==> src/hw/rtl/fdl_pkg.sv <==
`timescale 1ns / 1ps
// Shared types and constants of the FIR filter delay line unit.
package fdl_pkg;

  localparam int SAMPLE_BITS = 16;
  localparam int ACTION_W    = 3;
  localparam int INDEX_W     = 6;
  localparam int TAPCNT_W    = 7;
  localparam int SHIFT_W     = 5;
  localparam int CFG_IDX_W   = 1;
  localparam int CFG_DATA_W  = 7;

  localparam logic [ACTION_W-1:0] ACT_SAMPLE    = 3'd0;
  localparam logic [ACTION_W-1:0] ACT_WR_COEF   = 3'd1;
  localparam logic [ACTION_W-1:0] ACT_WR_DELAY  = 3'd2;
  localparam logic [ACTION_W-1:0] ACT_RD_DELAY  = 3'd3;
  localparam logic [ACTION_W-1:0] ACT_CLR_DELAY = 3'd4;

  localparam logic [CFG_IDX_W-1:0] CFG_TAP_COUNT = 1'b0;
  localparam logic [CFG_IDX_W-1:0] CFG_OUT_SHIFT = 1'b1;

  typedef struct packed {
    logic [ACTION_W-1:0]           action;
    logic [INDEX_W-1:0]            entry_index;
    logic signed [SAMPLE_BITS-1:0] data_value;
    logic                          is_last;
  } in_t;

  typedef struct packed {
    logic signed [SAMPLE_BITS-1:0] out_value;
    logic                          out_last;
    logic                          out_error;
  } out_t;

  typedef struct packed {
    logic vld;
    logic first;
    logic last;
  } mac_ctl_t;

endpackage

==> src/hw/rtl/fdl_mac.sv <==
`timescale 1ns / 1ps
// Two-stage multiply-accumulate unit, one tap per cycle.
module fdl_mac #(
  parameter int ACC_W = 38
) (
  input  logic                                   clk,
  input  logic                                   rst_n,
  input  fdl_pkg::mac_ctl_t                      ctl,
  input  logic signed [fdl_pkg::SAMPLE_BITS-1:0] coef,
  input  logic signed [fdl_pkg::SAMPLE_BITS-1:0] operand,
  output logic signed [ACC_W-1:0]                acc,
  output logic                                   done
);

  localparam int SB = fdl_pkg::SAMPLE_BITS;

  fdl_pkg::mac_ctl_t        ctl_r;
  logic                     done_r;
  logic signed [2*SB-1:0]   prod_r;
  logic signed [2*SB-1:0]   prod_nxt;
  logic signed [ACC_W-1:0]  prod_ext;
  logic signed [ACC_W-1:0]  acc_r;
  logic signed [ACC_W-1:0]  acc_nxt;

  always_comb begin
    prod_nxt = coef * operand;
    prod_ext = ACC_W'(prod_r);
    acc_nxt  = acc_r;
    if (ctl_r.vld) begin
      acc_nxt = ctl_r.first ? prod_ext : acc_r + prod_ext;
    end
  end

  always_ff @(posedge clk) begin
    if (!rst_n) begin
      ctl_r  <= '0;
      done_r <= 1'b0;
    end else begin
      ctl_r  <= ctl;
      done_r <= ctl_r.vld & ctl_r.last;
    end
  end

  always_ff @(posedge clk) begin
    prod_r <= prod_nxt;
    acc_r  <= acc_nxt;
  end

  assign acc  = acc_r;
  assign done = done_r;

endmodule

==> src/hw/rtl/fdl_shift_sat.sv <==
`timescale 1ns / 1ps
// Bit-serial arithmetic right shifter with saturation to the sample width.
module fdl_shift_sat #(
  parameter int ACC_W = 38
) (
  input  logic                                   clk,
  input  logic                                   rst_n,
  input  logic                                   start,
  input  logic signed [ACC_W-1:0]                acc_in,
  input  logic [fdl_pkg::SHIFT_W-1:0]            shamt,
  output logic                                   done,
  output logic signed [fdl_pkg::SAMPLE_BITS-1:0] sat_value
);

  localparam int SB = fdl_pkg::SAMPLE_BITS;
  localparam logic signed [SB-1:0] SAT_MAX = {1'b0, {(SB-1){1'b1}}};
  localparam logic signed [SB-1:0] SAT_MIN = {1'b1, {(SB-1){1'b0}}};

  logic                         busy_r;
  logic                         busy_nxt;
  logic [fdl_pkg::SHIFT_W-1:0]  cnt_r;
  logic [fdl_pkg::SHIFT_W-1:0]  cnt_nxt;
  logic signed [ACC_W-1:0]      sh_r;
  logic signed [ACC_W-1:0]      sh_nxt;
  logic [ACC_W-SB:0]            upper;
  logic                         fits;

  always_comb begin
    busy_nxt = busy_r;
    cnt_nxt  = cnt_r;
    sh_nxt   = sh_r;
    if (start) begin
      busy_nxt = 1'b1;
      cnt_nxt  = shamt;
      sh_nxt   = acc_in;
    end else if (busy_r) begin
      if (cnt_r == '0) begin
        busy_nxt = 1'b0;
      end else begin
        sh_nxt  = {sh_r[ACC_W-1], sh_r[ACC_W-1:1]};
        cnt_nxt = cnt_r - 1'b1;
      end
    end
  end

  always_comb begin
    upper     = sh_r[ACC_W-1:SB-1];
    fits      = (&upper) | ~(|upper);
    sat_value = fits ? sh_r[SB-1:0] : (sh_r[ACC_W-1] ? SAT_MIN : SAT_MAX);
  end

  assign done = busy_r && (cnt_r == '0);

  always_ff @(posedge clk) begin
    if (!rst_n) begin
      busy_r <= 1'b0;
      cnt_r  <= '0;
    end else begin
      busy_r <= busy_nxt;
      cnt_r  <= cnt_nxt;
    end
  end

  always_ff @(posedge clk) begin
    sh_r <= sh_nxt;
  end

endmodule

==> src/hw/rtl/fir_filter_delay_line_unit.sv <==
`timescale 1ns / 1ps
// Direct-form FIR filter with a circular delay line and a command interface.
// Each input transaction carries one action (filter a sample, write a
// coefficient, write or read a delay entry, clear the delay line) and yields
// exactly one result transaction. A filtered sample makes one pass over the
// coefficient and delay memories at one multiply-accumulate per tap, then a
// bit-serial right shift of the accumulator, one bit per cycle. Coefficient
// and delay writes go straight to the result state; a delay read passes a
// read state first. Clearing the delay line sweeps its MAX_TAPS-1 entries,
// one entry per cycle; after reset a sweep over all MAX_TAPS entries zeroes
// both memories, during which in_ready stays low.
module fir_filter_delay_line_unit #(
  parameter int MAX_TAPS = 64
) (
  input  logic                               clk,
  input  logic                               rst_n,
  input  logic                               in_valid,
  output logic                               in_ready,
  input  fdl_pkg::in_t                       in_data,
  output logic                               out_valid,
  input  logic                               out_ready,
  output fdl_pkg::out_t                      out_data,
  input  logic                               cfg_valid,
  output logic                               cfg_ready,
  input  logic [fdl_pkg::CFG_IDX_W-1:0]      cfg_index,
  input  logic [fdl_pkg::CFG_DATA_W-1:0]     cfg_data
);

  localparam int SB    = fdl_pkg::SAMPLE_BITS;
  localparam int DLY   = MAX_TAPS - 1;
  localparam int PW    = $clog2(MAX_TAPS);
  localparam int DAW   = (DLY > 1) ? $clog2(DLY) : 1;
  localparam int KW    = (PW + 1 > 7) ? PW + 1 : 7;
  localparam int AW    = KW + 1;
  localparam int ACC_W = 2 * SB + PW;

  localparam logic [2:0] S_CLR   = 3'd0;
  localparam logic [2:0] S_IDLE  = 3'd1;
  localparam logic [2:0] S_MAC   = 3'd2;
  localparam logic [2:0] S_ACC   = 3'd3;
  localparam logic [2:0] S_SHIFT = 3'd4;
  localparam logic [2:0] S_READ  = 3'd5;
  localparam logic [2:0] S_PUSH  = 3'd6;

  logic signed [SB-1:0] coef_mem [MAX_TAPS];
  logic signed [SB-1:0] dly_mem  [DLY];

  logic                  coef_we;
  logic [PW-1:0]         coef_wa;
  logic signed [SB-1:0]  coef_wd;
  logic [PW-1:0]         coef_ra;
  logic signed [SB-1:0]  coef_rd_r;
  logic                  dly_we;
  logic [DAW-1:0]        dly_wa;
  logic signed [SB-1:0]  dly_wd;
  logic [DAW-1:0]        dly_ra;
  logic signed [SB-1:0]  dly_rd_r;

  logic [2:0]                       state_r, state_nxt;
  logic [PW-1:0]                    clr_idx_r, clr_idx_nxt;
  logic                             clr_all_r, clr_all_nxt;
  logic [DAW-1:0]                   np_r, np_nxt;
  logic [fdl_pkg::TAPCNT_W-1:0]     tap_count_r, tap_count_nxt;
  logic [fdl_pkg::SHIFT_W-1:0]      out_shift_r, out_shift_nxt;
  logic [KW-1:0]                    k_r, k_nxt;
  logic signed [SB-1:0]             x_r, x_nxt;
  logic                             last_r, last_nxt;
  logic                             err_r, err_nxt;
  logic signed [SB-1:0]             val_r, val_nxt;
  fdl_pkg::mac_ctl_t                mac_ctl_r, mac_ctl_nxt;
  logic                             out_valid_r, out_valid_nxt;
  fdl_pkg::out_t                    out_data_r, out_data_nxt;

  logic [KW-1:0]           tc_k;
  logic [KW-1:0]           eff;
  logic [KW-1:0]           idx_k;
  logic                    coef_ok;
  logic                    dly_ok;
  logic [KW-1:0]           d_sel;
  logic [AW-1:0]           dsum;
  logic [AW-1:0]           dwrap;
  logic [DAW-1:0]          daddr;
  logic [DAW-1:0]          np_dec;
  logic                    tap_last;
  logic                    out_load;
  logic                    sh_start;
  logic signed [SB-1:0]    mac_operand;
  logic signed [ACC_W-1:0] mac_acc;
  logic                    mac_done;
  logic                    sh_done;
  logic signed [SB-1:0]    sat_value;

  always_comb begin
    tc_k    = KW'(tap_count_r);
    if (tc_k == '0) begin
      eff = KW'(1);
    end else if (tc_k > KW'(MAX_TAPS)) begin
      eff = KW'(MAX_TAPS);
    end else begin
      eff = tc_k;
    end
    idx_k    = KW'(in_data.entry_index);
    coef_ok  = idx_k < eff;
    dly_ok   = (idx_k + KW'(1)) < eff;
    d_sel    = (state_r == S_MAC) ? k_r - KW'(1) : idx_k;
    dsum     = AW'(np_r) + AW'(d_sel);
    dwrap    = (dsum >= AW'(DLY)) ? dsum - AW'(DLY) : dsum;
    daddr    = dwrap[DAW-1:0];
    np_dec   = (np_r == '0) ? DAW'(DLY - 1) : np_r - DAW'(1);
    tap_last = k_r == eff - KW'(1);
  end

  assign in_ready  = (state_r == S_IDLE);
  assign cfg_ready = 1'b1;

  always_comb begin
    state_nxt     = state_r;
    clr_idx_nxt   = clr_idx_r;
    clr_all_nxt   = clr_all_r;
    np_nxt        = np_r;
    k_nxt         = k_r;
    x_nxt         = x_r;
    last_nxt      = last_r;
    err_nxt       = err_r;
    val_nxt       = val_r;
    mac_ctl_nxt   = '0;
    sh_start      = 1'b0;
    out_load      = 1'b0;
    coef_we       = 1'b0;
    coef_wa       = clr_idx_r;
    coef_wd       = '0;
    coef_ra       = k_r[PW-1:0];
    dly_we        = 1'b0;
    dly_wa        = clr_idx_r[DAW-1:0];
    dly_wd        = '0;
    dly_ra        = daddr;

    case (state_r)
      S_CLR: begin
        coef_we     = clr_all_r;
        dly_we      = clr_idx_r < PW'(DLY);
        clr_idx_nxt = clr_idx_r + PW'(1);
        if (clr_idx_r == (clr_all_r ? PW'(MAX_TAPS - 1) : PW'(DLY - 1))) begin
          clr_idx_nxt = '0;
          clr_all_nxt = 1'b0;
          state_nxt   = clr_all_r ? S_IDLE : S_PUSH;
        end
      end
      S_IDLE: begin
        if (in_valid) begin
          x_nxt    = in_data.data_value;
          last_nxt = in_data.is_last;
          err_nxt  = 1'b0;
          val_nxt  = '0;
          case (in_data.action)
            fdl_pkg::ACT_SAMPLE: begin
              k_nxt     = '0;
              state_nxt = S_MAC;
            end
            fdl_pkg::ACT_WR_COEF: begin
              if (coef_ok) begin
                coef_we = 1'b1;
                coef_wa = idx_k[PW-1:0];
                coef_wd = in_data.data_value;
              end else begin
                err_nxt = 1'b1;
              end
              state_nxt = S_PUSH;
            end
            fdl_pkg::ACT_WR_DELAY: begin
              if (dly_ok) begin
                dly_we = 1'b1;
                dly_wa = daddr;
                dly_wd = in_data.data_value;
              end else begin
                err_nxt = 1'b1;
              end
              state_nxt = S_PUSH;
            end
            fdl_pkg::ACT_RD_DELAY: begin
              if (dly_ok) begin
                state_nxt = S_READ;
              end else begin
                err_nxt   = 1'b1;
                state_nxt = S_PUSH;
              end
            end
            fdl_pkg::ACT_CLR_DELAY: begin
              np_nxt      = '0;
              clr_idx_nxt = '0;
              clr_all_nxt = 1'b0;
              state_nxt   = S_CLR;
            end
            default: begin
              err_nxt   = 1'b1;
              state_nxt = S_PUSH;
            end
          endcase
        end
      end
      S_MAC: begin
        mac_ctl_nxt.vld   = 1'b1;
        mac_ctl_nxt.first = (k_r == '0);
        mac_ctl_nxt.last  = tap_last;
        k_nxt             = k_r + KW'(1);
        if (tap_last) begin
          state_nxt = S_ACC;
        end
      end
      S_ACC: begin
        if (mac_done) begin
          sh_start  = 1'b1;
          state_nxt = S_SHIFT;
        end
      end
      S_SHIFT: begin
        if (sh_done) begin
          val_nxt   = sat_value;
          dly_we    = 1'b1;
          dly_wa    = np_dec;
          dly_wd    = x_r;
          np_nxt    = np_dec;
          state_nxt = S_PUSH;
        end
      end
      S_READ: begin
        val_nxt   = dly_rd_r;
        state_nxt = S_PUSH;
      end
      S_PUSH: begin
        if (!out_valid_r || out_ready) begin
          out_load  = 1'b1;
          state_nxt = S_IDLE;
        end
      end
      default: begin
        state_nxt = S_IDLE;
      end
    endcase
  end

  always_comb begin
    tap_count_nxt = tap_count_r;
    out_shift_nxt = out_shift_r;
    if (cfg_valid) begin
      case (cfg_index)
        fdl_pkg::CFG_TAP_COUNT: tap_count_nxt = cfg_data[fdl_pkg::TAPCNT_W-1:0];
        fdl_pkg::CFG_OUT_SHIFT: out_shift_nxt = cfg_data[fdl_pkg::SHIFT_W-1:0];
        default: begin
          tap_count_nxt = tap_count_r;
        end
      endcase
    end
  end

  always_comb begin
    out_valid_nxt = out_valid_r;
    out_data_nxt  = out_data_r;
    if (out_load) begin
      out_valid_nxt          = 1'b1;
      out_data_nxt.out_value = val_r;
      out_data_nxt.out_last  = last_r;
      out_data_nxt.out_error = err_r;
    end else if (out_ready) begin
      out_valid_nxt = 1'b0;
    end
  end

  always_ff @(posedge clk) begin
    if (!rst_n) begin
      state_r     <= S_CLR;
      clr_idx_r   <= '0;
      clr_all_r   <= 1'b1;
      np_r        <= '0;
      tap_count_r <= fdl_pkg::TAPCNT_W'(1);
      out_shift_r <= fdl_pkg::SHIFT_W'(15);
      k_r         <= '0;
      mac_ctl_r   <= '0;
      out_valid_r <= 1'b0;
    end else begin
      state_r     <= state_nxt;
      clr_idx_r   <= clr_idx_nxt;
      clr_all_r   <= clr_all_nxt;
      np_r        <= np_nxt;
      tap_count_r <= tap_count_nxt;
      out_shift_r <= out_shift_nxt;
      k_r         <= k_nxt;
      mac_ctl_r   <= mac_ctl_nxt;
      out_valid_r <= out_valid_nxt;
    end
  end

  always_ff @(posedge clk) begin
    x_r        <= x_nxt;
    last_r     <= last_nxt;
    err_r      <= err_nxt;
    val_r      <= val_nxt;
    out_data_r <= out_data_nxt;
  end

  always_ff @(posedge clk) begin
    if (coef_we) begin
      coef_mem[coef_wa] <= coef_wd;
    end
    coef_rd_r <= coef_mem[coef_ra];
  end

  always_ff @(posedge clk) begin
    if (dly_we) begin
      dly_mem[dly_wa] <= dly_wd;
    end
    dly_rd_r <= dly_mem[dly_ra];
  end

  assign mac_operand = mac_ctl_r.first ? x_r : dly_rd_r;

  fdl_mac #(
    .ACC_W (ACC_W)
  ) u_mac (
    .clk     (clk),
    .rst_n   (rst_n),
    .ctl     (mac_ctl_r),
    .coef    (coef_rd_r),
    .operand (mac_operand),
    .acc     (mac_acc),
    .done    (mac_done)
  );

  fdl_shift_sat #(
    .ACC_W (ACC_W)
  ) u_shift_sat (
    .clk       (clk),
    .rst_n     (rst_n),
    .start     (sh_start),
    .acc_in    (mac_acc),
    .shamt     (out_shift_r),
    .done      (sh_done),
    .sat_value (sat_value)
  );

  assign out_valid = out_valid_r;
  assign out_data  = out_data_r;

  a_mac_done_in_acc: assert property (@(posedge clk) disable iff (!rst_n)
    mac_done |-> state_r == S_ACC)
    else $error("accumulator finished outside its wait state");

  a_shift_done_in_shift: assert property (@(posedge clk) disable iff (!rst_n)
    sh_done |-> state_r == S_SHIFT)
    else $error("shifter finished outside its wait state");

  a_newest_in_range: assert property (@(posedge clk) disable iff (!rst_n)
    np_r <= DAW'(DLY - 1))
    else $error("newest position beyond delay depth");

  a_push_holds: assert property (@(posedge clk) disable iff (!rst_n)
    (state_r == S_PUSH && out_valid_r && !out_ready) |=> state_r == S_PUSH)
    else $error("result dropped while output stalled");

endmodule

==> config.mk <==
export PLATFORM = sky130hd
export DESIGN_NAME = fir_filter_delay_line_unit
export DESIGN_NICKNAME = d
export VERILOG_FILES = /design/src/hw/rtl/fdl_pkg.sv /design/src/hw/rtl/fdl_mac.sv /design/src/hw/rtl/fdl_shift_sat.sv /design/src/hw/rtl/fir_filter_delay_line_unit.sv
export SDC_FILE = /design/constraint.sdc
export NUM_CORES = 2
export LEC_CHECK = 0
export BUFFER_PORTS_ARGS = -buffer_cell sky130_fd_sc_hd__buf_2
export CAP_MARGIN = 0
export CORE_AREA = 2 2 708 499
export CTS_BUF_LIST = sky130_fd_sc_hd__clkbuf_4 sky130_fd_sc_hd__clkbuf_8 sky130_fd_sc_hd__clkbuf_16
export DETAILED_ROUTE_END_ITERATION = 12
export DIE_AREA = 0 0 710 501
export HOLD_SLACK_MARGIN = 0.12
export PLACE_DENSITY = 0.46
export SYNTH_ARGS = -nofsm -noshare
export SYNTH_HDL_FRONTEND = slang
export SYNTH_SLANG_ARGS = --single-unit
==> constraint.sdc <==
create_clock -name clk -period 18.8 [get_ports clk]
set_input_delay 4.7 -clock clk [delete_from_list [all_inputs] [get_ports clk]]
set_output_delay 4.7 -clock clk [all_outputs]
set_load 0.05 [all_outputs]
* Word-level counts from Yosys, hierarchy flattened
Memories as Yosys holds them, arrays and structs flattened. A register that Yosys moved wholly into a read port is not among the register bits.
Cells that the tools add are included.
** Operators by class
- Equal/unequal tests :: 21
- Bitwise gates (word level) :: 4
- Multiply operators :: 1
- Muxes and demuxes :: 86
- Add/subtract/negate cells :: 10
- $lt $le $gt $ge :: 5
- Reductions and logical operators :: 30
** Operators by type and width (count)
- $mux W16 :: 13
- $mux W38 :: 3
- $mux W6 :: 14
- $pmux W16 S3 :: 1
- $add A38 B32 Y38 :: 1
- $mux W37 :: 1
- $pmux W6 S2 :: 3
- $mux W7 :: 5
- $mul A16 B16 Y32 :: 1
- $pmux W16 S2 :: 1
- $mux W1 :: 26
- $mux W3 :: 8
- $reduce_and A23 Y1 :: 1
- $reduce_or A23 Y1 :: 1
- $pmux W3 S7 :: 1
- $mux W5 :: 3
- $logic_not A7 Y1 :: 2
- $pmux W7 S2 :: 1
- $sub A7 B1 Y7 const B :: 2
- $eq A3 B2 Y1 const B :: 4
- $eq A3 B3 Y1 const B :: 4
- $ne A2 B2 Y1 const B :: 6
- $reduce_and A2 Y1 :: 5
- $reduce_bool A2 Y1 :: 5
- other kinds (34) :: 45
** Storage, ports and cells
- Word-level logic and storage cells :: 187
- Input bits :: 39
- Memories :: 2
- Memory bits (writable) :: 2032
- Flip-flop bits (word level) :: 209
** Memory list
- coef_mem :: depth 64, width 16, read ports 1, clocked after Yosys merged registers in 1, write ports 1, RTL line fir_filter_delay_line_unit.sv:45 : logic signed [SB-1:0] coef_mem [MAX_TAPS];
- dly_mem :: depth 63, width 16, read ports 1, clocked after Yosys merged registers in 1, write ports 1, RTL line fir_filter_delay_line_unit.sv:46 : logic signed [SB-1:0] dly_mem [DLY];

* Longest topological paths before layout
- Depth in word-level cells :: 10
- Mapped depth :: 27

* Modules after synthesis
Synthesis repeated with hierarchy kept, for this count alone.
** Unflattened totals
- Cells, all modules :: 7061
- Area, all modules :: 107390.5 um^2
** Modules (own cells, without submodules)
- fir_filter_delay_line_unit :: times used 1, area each 91195.0 um^2, sequential area each 64001.4 um^2, cells an instance 5355
- fdl_mac :: times used 1, area each 13974.7 um^2, sequential area each 1861.8 um^2, cells an instance 1522
- fdl_shift_sat :: times used 1, area each 2220.9 um^2, sequential area each 1261.2 um^2, cells an instance 184

* Worst setup path before layout
No wires, ideal clock.
- Path type :: input port to flip-flop
- From :: input port in_data[17] in the netlist's numbering
- To :: memory dly_mem[50][0] in the netlist's numbering, enable pin
- Path slack :: 7948 ps
- Required time :: 18387 ps
- Arrival :: 10439 ps
- Setup time :: 413 ps
- Cell stages on the path :: 22
- Cells stage by stage :: clkbuf_1 nand2_1 o21ai_0 ha_1 inv_1 fa_1 clkbuf_1 buf_1 inv_1 clkbuf_1 ha_1 inv_1 nor4_1 nand3_1 a31o_2 or3_1 buf_2 nand3_1 a21oi_1 or3_1 clkbuf_1 nor3b_1
** Between the ends
- Word-level cells in the longest chain between the ends :: 8
** RTL lines
- from (decl) :: RTL line fir_filter_delay_line_unit.sv:19 : input fdl_pkg::in_t in_data,
- $mux W7 / $add A6 B1 Y7 (equally long branches) :: RTL line fir_filter_delay_line_unit.sv:105, fir_filter_delay_line_unit.sv:104
- $add A6 B7 Y8 / $lt A7 B7 Y1 (equally long branches) :: RTL line fir_filter_delay_line_unit.sv:106, fir_filter_delay_line_unit.sv:104
- $ge A8 B6 Y1 (tied with other cells) :: RTL line fir_filter_delay_line_unit.sv:107 : dwrap = (dsum >= AW'(DLY)) ? dsum - AW'(DLY) : dsum;
- $mux W6 / $mux W1 (equally long branches) :: RTL line fir_filter_delay_line_unit.sv:107, fir_filter_delay_line_unit.sv:155
- $mux W6 / $mux W1 (equally long branches) :: RTL line fir_filter_delay_line_unit.sv:171, fir_filter_delay_line_unit.sv:150
- $mux W6 / $pmux W1 S3 (equally long branches) :: RTL line fir_filter_delay_line_unit.sv:155, fir_filter_delay_line_unit.sv:138
- $mux W6 / $mux W1 (equally long branches) :: RTL line fir_filter_delay_line_unit.sv:150, fir_filter_delay_line_unit.sv:309
- $pmux W6 S2 / $mux W1 (equally long branches) :: RTL line fir_filter_delay_line_unit.sv:138, fir_filter_delay_line_unit.sv:310
- to (decl) :: RTL line fir_filter_delay_line_unit.sv:46
Several ways; a longest one is shown, not always the timed one.

* Worst setup path after layout
- From :: input port in_data[17] in the netlist's numbering
- To :: memory dly_mem[19][7] in the netlist's numbering, enable pin
Same word-level chain as after synthesis.

==> summary.md <==
| Metric | Value |
|---|---|
| Status | `finished with violations` |
| Final setup skew | `0.09335 ns` |
| Overflow after GRT | `0` |
| Post-CTS Hold Buffers | `0` |
| VDD IR max | `0.0005271 V` |
| Clock Tree Buf Depth | `4` |
| Syn nets | `7,059` |
| Most frequent cell after synthesis | `edfxtp_1` |
| Final Hold Slack | `0.4174 ns` |
| Initial antenna violation count | `34` |
| Critical path's slowest cell | `nor2_2` |
| Die Height | `around 500 microns` |
| Final Max Tran Viols | `0` |
| GPL Wtd Cong | `roughly 0.84` |
| Nets | `between 7k and 8k` |
| Number of flops mapped to enable cells by yosys | `about 2.2k` |
| Post-Route WL | `303,800 microns` |
| Seq cells post-synth | `around 2.3k` |
| Placed inst area | `between 100,000 and 150,000 sq um` |
| Hold Violations, Final | `0` |
| Vias in the first global route | `between 50k and 60k` |
| DR vias/cell | `between 5 and 6` |
| Cell area after layout | `about 120,000 sq um` |
| Fillcell total | `33.56k` |
| Cell Chain, Critical Path | `buf_2, nand2_1, o21ai_0, ha_4, inv_1, fa_4, inv_1, buf_4, ha_4, inv_1, nor4_1, nand3_1, nand4_1, buf_4, nand2_8, mux2_2, and2_1, or3_1, nor2_2` |
| # IOs | `60` |
| Port bufs | `between 50 and 60` |
| CP arrival | `roughly 12 ns` |
| Setup tns final | `0 ns` |
| DP Wirelength | `194,900 microns` |
| Total Routing Usage GR | `0.1674` |
| Final Worst Setup Slack | `7.536 ns` |
| P&R area growth vs syn | `13.75%` |
| Post-synth top cells | `2,160 x edfxtp_1, 471 x nand2_1, 387 x mux4_2` |
| CP dominant cell by count | `inv_1` |
| Clock-pin slew on the worst setup and hold paths | `0.06 ns` |
| Slowest cell delay on critical path | `0.96 ns` |
| CP Buf/Inv Count | `6` |
| Synthesized area | `104,300 sq um` |
| Setup violators final | `0` |
| DR WL/cell | `around 26 microns` |
| CORE AREA | `349,300 sq um` |
| Postcts setup bufs | `0` |
| Largest net degree at the start of global routing | `122` |
| CTS tree | `done` |
| Final period util | `0.5991` |
| CP startpoint kind | `primary input` |
| Post_cts resized | `0` |
| Initial core utilization | `0.2986` |
| DP Worst Slack | `6.737 ns` |
| Utilization after layout | `0.3397` |
| Worst-path fanout max | `71` |
| Setup crit end kind | `flop` |
| RSZ-0062 raised after global routing | `no` |
| Post-Synthesis Cells | `6,610` |
| Worst-Skew Late Latency | `0.91 ns` |
| Power Density | `190.7 nW/um^2` |
| Layout Cells excl Fill | `about 12k` |
| Remaining DRCs | `6` |
| Detail Route Antenna Nets | `0` |
| Top Family by Delay on Critical Path | `simple AND/OR/NAND/NOR gates` |
| Netlist cell types | `96` |
| Least-Margin Pin Slew | `around 1.3 ns` |
| Violated checks | `design-rule violations` |
| Leak | `about 36 nW` |
| H-tree levels | `4` |
| Largest area contributor in the netlist | `edfxtp_1` |
| Initial DRC Count | `6,482` |
| Fmax | `0.08878 GHz` |
| First-pass GRT wire length | `435,200 microns` |
| Placed Cells incl. Taps | `11.20k` |
| Max-Cap Viols | `0` |
| Warnings, synthesis | `0` |
| Die area | `355,700 sq um` |
| Die X | `710 microns` |
| Period minus WS final | `11.26 ns` |
| Primary FF master, synth | `edfxtp_1` |
| Syn Area/Cell | `roughly 16 sq um` |
| Row count | `182` |
| Share of layout cells above drive strength 1 | `0.1789` |
| First-pass iteration count of the detailed router | `10` |
| # clock sinks | `2,273` |
| Sequential element share of the synthesized area | `0.6435` |
| Leading post-synthesis cells by cell area | `edfxtp_1 62%, mux4_2 8.4%, fa_1 5.1%` |
| Crit Path Category | `in2reg` |
| Vias | `59.29k` |
| Clock root buffer | `clkbuf_16` |
| Relative slew margins | `0.1136` |
| Async SR Flop Fraction | `0` |
| Yosys top cell area share | `0.6218` |
| HP Class | `reg2reg` |
| TritonCTS Buffers | `226` |
| Crit path required time | `about 19 ns` |
| Total Power | `22.63 mW` |
-- cell type report --
class                      instances  area [sq um]  share of cell area
antenna                           14         35.03           0.0002952
timing repair buffer             290          2044             0.01723
clock inverter                   136          1446             0.01219
sequential                      2273         67140              0.5658
clock buffer                     277          6128             0.05165
inverter                         381          1430             0.01205
tap                             4692          5871             0.04947
multi-input combinational       3568         34560              0.2913
-- state kept, by name, summed over array words and instances (netlist names), 5 cells and up --
signal             count
k_r                    7
coef_mem            1024
u_shift_sat.cnt_r      5
tap_count_r            7
val_r                 16
np_r                   6
x_r                   16
clr_idx_r              6
out_shift_r            5
out_data              18
u_shift_sat.sh_r      38
u_mac.acc             38
dly_mem             1008
dly_rd_r              16
coef_rd_r             16
u_mac.prod_r          32
-- metal layers --
layer / part of all wire / vias up / GRT usage
li1: - / 25867 / -
met2: 0.41 / 1864 / 0.2352
met1: 0.49 / 31216 / 0.2639
met5: 0.00020 / - / 0
met3: 0.070 / 336 / 0.03165
met4: 0.023 / 10 / 0.03865
-- cells by family (layout without fill, tap and decap cells) --
kind of cell	after synthesis	after routing	synth area share
mux	748	748	0.1186
simple gates	1391	1391	0.06625
other cells	1	15	0.00003595
compound gates	934	934	0.06755
fa+ha+maj	410	410	0.06818
xor+xnor	84	84	0.007053
flops	2273	2273	0.6435
buf+inv	769	1084	0.02886
-- power breakdown --
part / internal, mW / switching, mW
clock network: 2.70 / 2.00
logic: 4.88 / 6.96
registers: 5.88 / 0.205
total: 13.5 / 9.17
-- cells in the final DEF, fill, tap and decap left out, types with 36 or more instances in the layout --
master and count:
nand3_1 75, mux2i_1 327, dfxtp_1 106, edfxtp_1 2160, clkbuf_16 229, o21ai_0 110
mux4_2 387, a2111oi_0 51, nand2_1 469, a221oi_1 48, buf_4 231, a211oi_1 155
nor2_2 41, nor2_1 213, clkinv_1 37, inv_1 378, and2_1 109, clkinv_2 48
a21oi_1 127, xnor2_1 53, nand4_1 40, nor2b_1 110, a21o_1 36, fa_1 263
and3_1 109, ha_1 144, clkbuf_4 42, nor3_1 39, buf_2 58
-- path summary, 6_finish.rpt --
path	startpoint	end	slack (ns)	cells after the start
worst max register to register	state_r[1]	dly_mem[19][7]	9.90	18
worst min register to register	val_r[13]	out_data[15]	0.42	0
worst max-delay path	in_data[17]	dly_mem[19][7]	7.54	19
worst min-delay path	val_r[13]	out_data[15]	0.42	0
No activity file was read; power rests on OpenSTA's default activity.
